--- config.mk ---
export PLATFORM = sky130hd
export DESIGN_NAME = argmax_abs_double_double
export DESIGN_NICKNAME = d
export VERILOG_FILES = /design/src/hdl/aadd_pkg.sv /design/src/hdl/aadd_mag_cmp.sv /design/src/hdl/argmax_abs_double_double.sv
export SDC_FILE = /design/constraint.sdc
export NUM_CORES = 1
export LEC_CHECK = 0
export BUFFER_PORTS_ARGS = -buffer_cell sky130_fd_sc_hd__buf_4
export CAP_MARGIN = 20
export CORE_MARGIN = 2
export CORE_UTILIZATION = 60
export CTS_BUF_LIST = sky130_fd_sc_hd__clkbuf_8 sky130_fd_sc_hd__clkbuf_16
export CTS_CLUSTER_SIZE = 10
export DETAILED_ROUTE_END_ITERATION = 16
export PLACE_DENSITY = 0.83
export SYNTH_ARGS = -nofsm -noshare
export SYNTH_HDL_FRONTEND = slang
export SYNTH_SLANG_ARGS = --single-unit
--- constraint.sdc ---
create_clock -name clk_i -period 15.18 [get_ports clk_i]
set_clock_uncertainty 0.1 [all_clocks]
set_input_delay 3.036 -clock clk_i [delete_from_list [all_inputs] [get_ports clk_i]]
set_output_delay 3.036 -clock clk_i [all_outputs]
set_load 0.01 [all_outputs]
--- src/hdl/aadd_pkg.sv ---
// Package with payload types, constants and the ordered double compare.
`default_nettype none
package aadd_pkg;

  localparam int unsigned IndexBitsDefault = 32;
  localparam int unsigned PosBits          = 32;
  localparam logic [63:0] SignBit          = 64'h8000_0000_0000_0000;

  typedef struct packed {
    logic [63:0] elem_hi;
    logic [63:0] elem_lo;
    logic        is_last;
  } in_word_t;

  typedef struct packed {
    logic [PosBits-1:0] best_position;
    logic [63:0]        peak_hi;
    logic [63:0]        peak_lo;
  } out_word_t;

  function automatic logic is_nan(input logic [63:0] a);
    is_nan = (a[62:52] == 11'h7ff) && (a[51:0] != 52'd0);
  endfunction

  function automatic logic is_zero(input logic [63:0] a);
    is_zero = (a[62:0] == 63'd0);
  endfunction

  // Ordered IEEE equality: NaN never equal, the two zeros equal.
  function automatic logic fp_eq(input logic [63:0] a, input logic [63:0] b);
    fp_eq = !is_nan(a) && !is_nan(b) && ((a == b) || (is_zero(a) && is_zero(b)));
  endfunction

  // Ordered IEEE greater-than on raw bit patterns.
  function automatic logic fp_gt(input logic [63:0] a, input logic [63:0] b);
    logic r;
    r = 1'b0;
    if (is_nan(a) || is_nan(b) || (is_zero(a) && is_zero(b))) begin
      r = 1'b0;
    end else if (!a[63] && b[63]) begin
      r = 1'b1;
    end else if (a[63] && !b[63]) begin
      r = 1'b0;
    end else if (!a[63]) begin
      r = (a[62:0] > b[62:0]);
    end else begin
      r = (a[62:0] < b[62:0]);
    end
    fp_gt = r;
  endfunction

endpackage
`default_nettype wire

--- src/hdl/aadd_mag_cmp.sv ---
// Magnitude forming and lexicographic compare against the held maximum.
`default_nettype none
module aadd_mag_cmp import aadd_pkg::*; (
  input  wire logic [63:0] elem_hi_i,
  input  wire logic [63:0] elem_lo_i,
  input  wire logic [63:0] peak_hi_i,
  input  wire logic [63:0] peak_lo_i,
  output logic      [63:0] mag_hi_o,
  output logic      [63:0] mag_lo_o,
  output logic             greater_o
);
  logic neg;

  // Numeric negative test: negative zero and NaN do not count.
  assign neg      = elem_hi_i[63] && !is_zero(elem_hi_i) && !is_nan(elem_hi_i);
  assign mag_hi_o = elem_hi_i & ~SignBit;
  assign mag_lo_o = neg ? (elem_lo_i ^ SignBit) : elem_lo_i;
  assign greater_o = fp_gt(mag_hi_o, peak_hi_i) ||
                     (fp_eq(mag_hi_o, peak_hi_i) && fp_gt(mag_lo_o, peak_lo_i));
endmodule
`default_nettype wire

--- src/hdl/argmax_abs_double_double.sv ---
// Top level: running argmax of double-double magnitude over a stream.
`default_nettype none
// One element is taken every cycle while the input is not stalled; the
// result word of a vector appears in the output register the cycle after
// its last element is taken. The single compare-and-update stage between
// input and held maximum sets this rate. While a result word waits in the
// output register and the receiver stalls, the input is stalled as well; a
// result taken in the same cycle makes room for the next one. Positions
// saturate at 2^INDEX_BITS - 1 and are reported in the low 32 bits.
module argmax_abs_double_double import aadd_pkg::*; #(
  parameter int unsigned INDEX_BITS = IndexBitsDefault
) (
  input  wire logic      clk_i,
  input  wire logic      rst_ni,
  input  wire logic      in_valid_i,
  output logic           in_stall_o,
  input  wire in_word_t  in_word_i,
  output logic           out_valid_o,
  input  wire logic      out_stall_i,
  output out_word_t      out_word_o
);
  localparam logic [INDEX_BITS-1:0] PosMax = '1;

  logic [63:0]           peak_hi_q, peak_lo_q, mag_hi, mag_lo;
  logic [INDEX_BITS-1:0] best_q, count_q, count_d;
  logic                  started_q, greater, take, accept, win;
  logic                  out_valid_q, out_valid_d;
  out_word_t             out_q;
  logic [PosBits-1:0]    pos32;

  aadd_mag_cmp u_cmp (
    .elem_hi_i (in_word_i.elem_hi),
    .elem_lo_i (in_word_i.elem_lo),
    .peak_hi_i (peak_hi_q),
    .peak_lo_i (peak_lo_q),
    .mag_hi_o  (mag_hi),
    .mag_lo_o  (mag_lo),
    .greater_o (greater)
  );

  // Stall only when a result is waiting and the receiver stalls.
  assign in_stall_o = out_valid_q && out_stall_i;
  assign accept     = in_valid_i && !in_stall_o;
  assign count_d    = (count_q == PosMax) ? count_q : count_q + 1'b1;
  assign win        = !started_q || greater;
  assign take       = accept && win;
  assign pos32      = PosBits'(win ? count_d : best_q);

  always_comb begin
    out_valid_d = out_valid_q && out_stall_i;
    if (accept && in_word_i.is_last) out_valid_d = 1'b1;
  end

  always_ff @(posedge clk_i or negedge rst_ni) begin
    if (!rst_ni) begin
      started_q   <= 1'b0;
      count_q     <= '0;
      best_q      <= '0;
      peak_hi_q   <= '0;
      peak_lo_q   <= '0;
      out_valid_q <= 1'b0;
    end else begin
      out_valid_q <= out_valid_d;
      if (accept) begin
        if (in_word_i.is_last) begin
          started_q   <= 1'b0;
          count_q     <= '0;
          best_q      <= '0;
          peak_hi_q   <= '0;
          peak_lo_q   <= '0;
        end else begin
          started_q <= 1'b1;
          count_q   <= count_d;
          if (take) begin
            best_q    <= count_d;
            peak_hi_q <= mag_hi;
            peak_lo_q <= mag_lo;
          end
        end
      end
    end
  end

  always_ff @(posedge clk_i) begin
    if (accept && in_word_i.is_last) begin
      out_q.best_position <= pos32;
      out_q.peak_hi       <= win ? mag_hi : peak_hi_q;
      out_q.peak_lo       <= win ? mag_lo : peak_lo_q;
    end
  end

  assign out_valid_o = out_valid_q;
  assign out_word_o  = out_q;
endmodule
`default_nettype wire

==> results.toml <==
[yosys]
synth_seq_cells = 352
syn_inst = 1866
synth_top_area_share_pct = 24.53
async_flop_share_pct = 54.83
synth_flop_cell = "dfrtp_1"
synth_edf_count = 159
syn_nets = 2126
ys_seq_area_share_pct = 48.77
synth_area_leader_cell = "dfrtp_1"
ys_types = 55
synth.area.top_cells = "dfrtp_1 25%, edfxtp_1 24%, mux2i_1 8.2%"
synth_warnings = 0
syn-cell-area_um2 = 19690
syn_avg_cell_area_um2 = 10.55

[detailed_routing]
wirelength_mm = 53.46
num_vias = 15690
first_pass_iters = 8
drc = 0
drt_iter0_markers = 1194
wl_per_cell_um = 20.47
via_per_inst = 6.007
ant_nets = 0

[global_route]
grt_pass1_vias = 15650
grt_use_total_pct = 30.82
overflow = 0
grt_max_degree = 80
antenna_found_initial = 1
grt_pass1_wl_mm = 82.34

[power_and_ir_drop]
ir_drop_mv = 0.08487
p_per_area_nw_per_um2 = 119.9
leakagePower_uw = 0.01097
power_uw = 2805

[die]
num_rows = 66
die_x_um = 185.2
design.core.area_um2 = 32450
design.die.area_um2 = 34290
die_h_um = 185.2
initial_utilization_pct = 60.68
io_pins = 295

[setup_path]
cp_max_fo = 42
crit_slowest_cell = "nor4_1"
crit_path_end_kind = "register"
critical_path_class = "primary input to register"
cpPeakStageDelay_ps = 890
worstPathCellList = "buf_4 > ha_1 > nand4_1 > nor4_1 > nand4_1 > nor2_1 > or4_1 > o21ai_0 > nor3b_1 > o31ai_4 > buf_4 > buf_4 > mux2_1"
r2r-start = "peak_lo_q[56]"
r2r-end = "out_word_o[64]"
arrival_ps = 7500
cp-start-kind = "primary input"
worstPathRequired_ps = 15360
reg2reg_slack_ps = 10020
r2r_cells = 13
cp_common_cell = "buf_4"

[sta]
hold_viol = 0
period_minus_slack_ps = 7315
final.setup.worst_slack_ps = 7865
maxSlewHeadroom_pct = 23.18
fin_setup_tns_ps = 0
maxSlewViolCount = 0
tightest_slew_ps = 1152
finalSetupViolations = 0
period_share_pct = 48.19
timing.fmax_ghz = 0.1367
rsz0062_at_grt = "no"

[worst_hold_path]
hold_path.startpoint = "best_q[31]"
whs_path_depth = 2
hold_path_end = "best_q[31]"
hold_path_class = "register to register"

[clock_tree]
htreeDepth = 2
cts_hold_buf = 0
cts_tree = "built"
cts.sinks = 352
post-cts-setup-buffers = 0
clk_latency_ps = 540
cts.clk_slew.worst_paths_ps = 60
root_buffer = "clkbuf_16"
cts_resized = 0
cts_made_buffers = 41
cts_buffer_depth = 3

[placed_design]
io_buffers = 293
pre_cts_ws_ps = 7353
dpl.hpwl_mm = 37.32
routabilityCongestion = 0.9271
post-place-cells = 2532

[final_layout]
fin_cells = 2611
utilization_pct = 72.09
drive_gt1_share_pct = 21.74
area_growth_pct = 18.81
layout.nets = 2395

[run]
maxCapViolCount = 0

[run_status]
outcome = "finished clean"
critical path: cells and delay by family:
kind	cells	cell delay, ps
AO/OA/AOI/OAI	2	350
adder cells (fa/ha/maj)	1	290
buffers and inverters	3	1450
multiplexers	1	380
AND/OR/NAND/NOR	6	1920
logic make-up (layout without fill, tap and decap cells):
| group | after synthesis | count (layout) | synth area share (%) |
|---|---|---|---|
| xor+xnor | 30 | 30 | 1.372 |
| buf+inv | 379 | 680 | 8.457 |
| mux | 165 | 165 | 8.412 |
| compound gates | 313 | 313 | 12.82 |
| simple gates | 499 | 499 | 12.08 |
| flops | 352 | 352 | 48.77 |
| other cells | 1 | 3 | 0.01904 |
| fa+ha+maj | 127 | 127 | 8.069 |
final cells by class:
class,instances,area (µm²)
clock buffer,44,1090
antenna,2,5.005
tap,442,553.0
inverter,292,1096
clock inverter,31,126.4
timing repair buffer,313,2456
multi-input combinational,1135,8466
sequential,352,9604
fill,2286,9057
state kept, by name, indices dropped and copies added, names as in the netlist:
name and flops:
out_word_o 159, peak_lo_q 64, best_q 32, count_q 32, started_q 1, out_valid_o 1
peak_hi_q 63
per-layer routing:
layer  track usage [%]  routed length, µm  up-vias
li1                  -                  -     7153
met1             39.64              20890     7644
met2             50.83              25540      728
met3             6.469               4630      160
met4             12.95               2389        0
met5                 0                  0        -
placed cells by master (no fill, tap or decap), drive strengths merged, types with 45 or more instances in the layout:
cell and instances:
clkbuf 45, inv 322, dfrtp 193, nor4 70, edfxtp 159, a21oi 58, ha 127, o21ai 59
buf 312, mux2i 161, nand2 250, o22ai 160
cell usage after synthesis, types with 4 or more instances:
cell and number:
inv_1 292, nand2_1 250, dfrtp_1 193, mux2i_1 161
edfxtp_1 159, ha_1 127, o22ai_2 100, nor4_1 67
o22ai_1 60, a21oi_1 58, o21ai_0 47, nand3_1 42
nand4_1 42, nor2_1 35, clkbuf_1 30, buf_2 29
buf_6 27, nor3_1 21, xor2_1 19, and3_1 11
o21ai_1 11, xnor2_1 10, and4_1 7, and2_1 6
or4_1 5, a211oi_1 4, a31oi_1 4, o31ai_1 4
how the worst max path moves through the flow:
stage	from	endpoint	slack, ps
3_3_place_gp	in_word_i[59]	out_word_o[63]	7480
5_1_grt	in_word_i[59]	out_word_o[63]	7670
4_1_cts	in_word_i[59]	out_word_o[63]	7870
6_report	in_word_i[58]	out_word_o[64]	7860
3_5_place_dp	in_word_i[59]	out_word_o[63]	7350
2_1_floorplan	out_stall_i	out_word_o[0]	4140
stage by stage:
step           hold slack (ps)  area, µm²
2_1_floorplan            383.8      19690
3_3_place_gp             406.7      22040
3_5_place_dp             431.8      22120
4_1_cts                  443.8      23340
5_1_grt                  467.9      23390
6_report                 440.8      23400
where the power goes:
| part | internal [µW] | switching, µW |
|---|---|---|
| Sequential | 1120 | 93.4 |
| Clock | 512 | 385 |
| Combinational | 288 | 404 |
| Total | 1920 | 882 |
(Power assumes the default switching activity.)
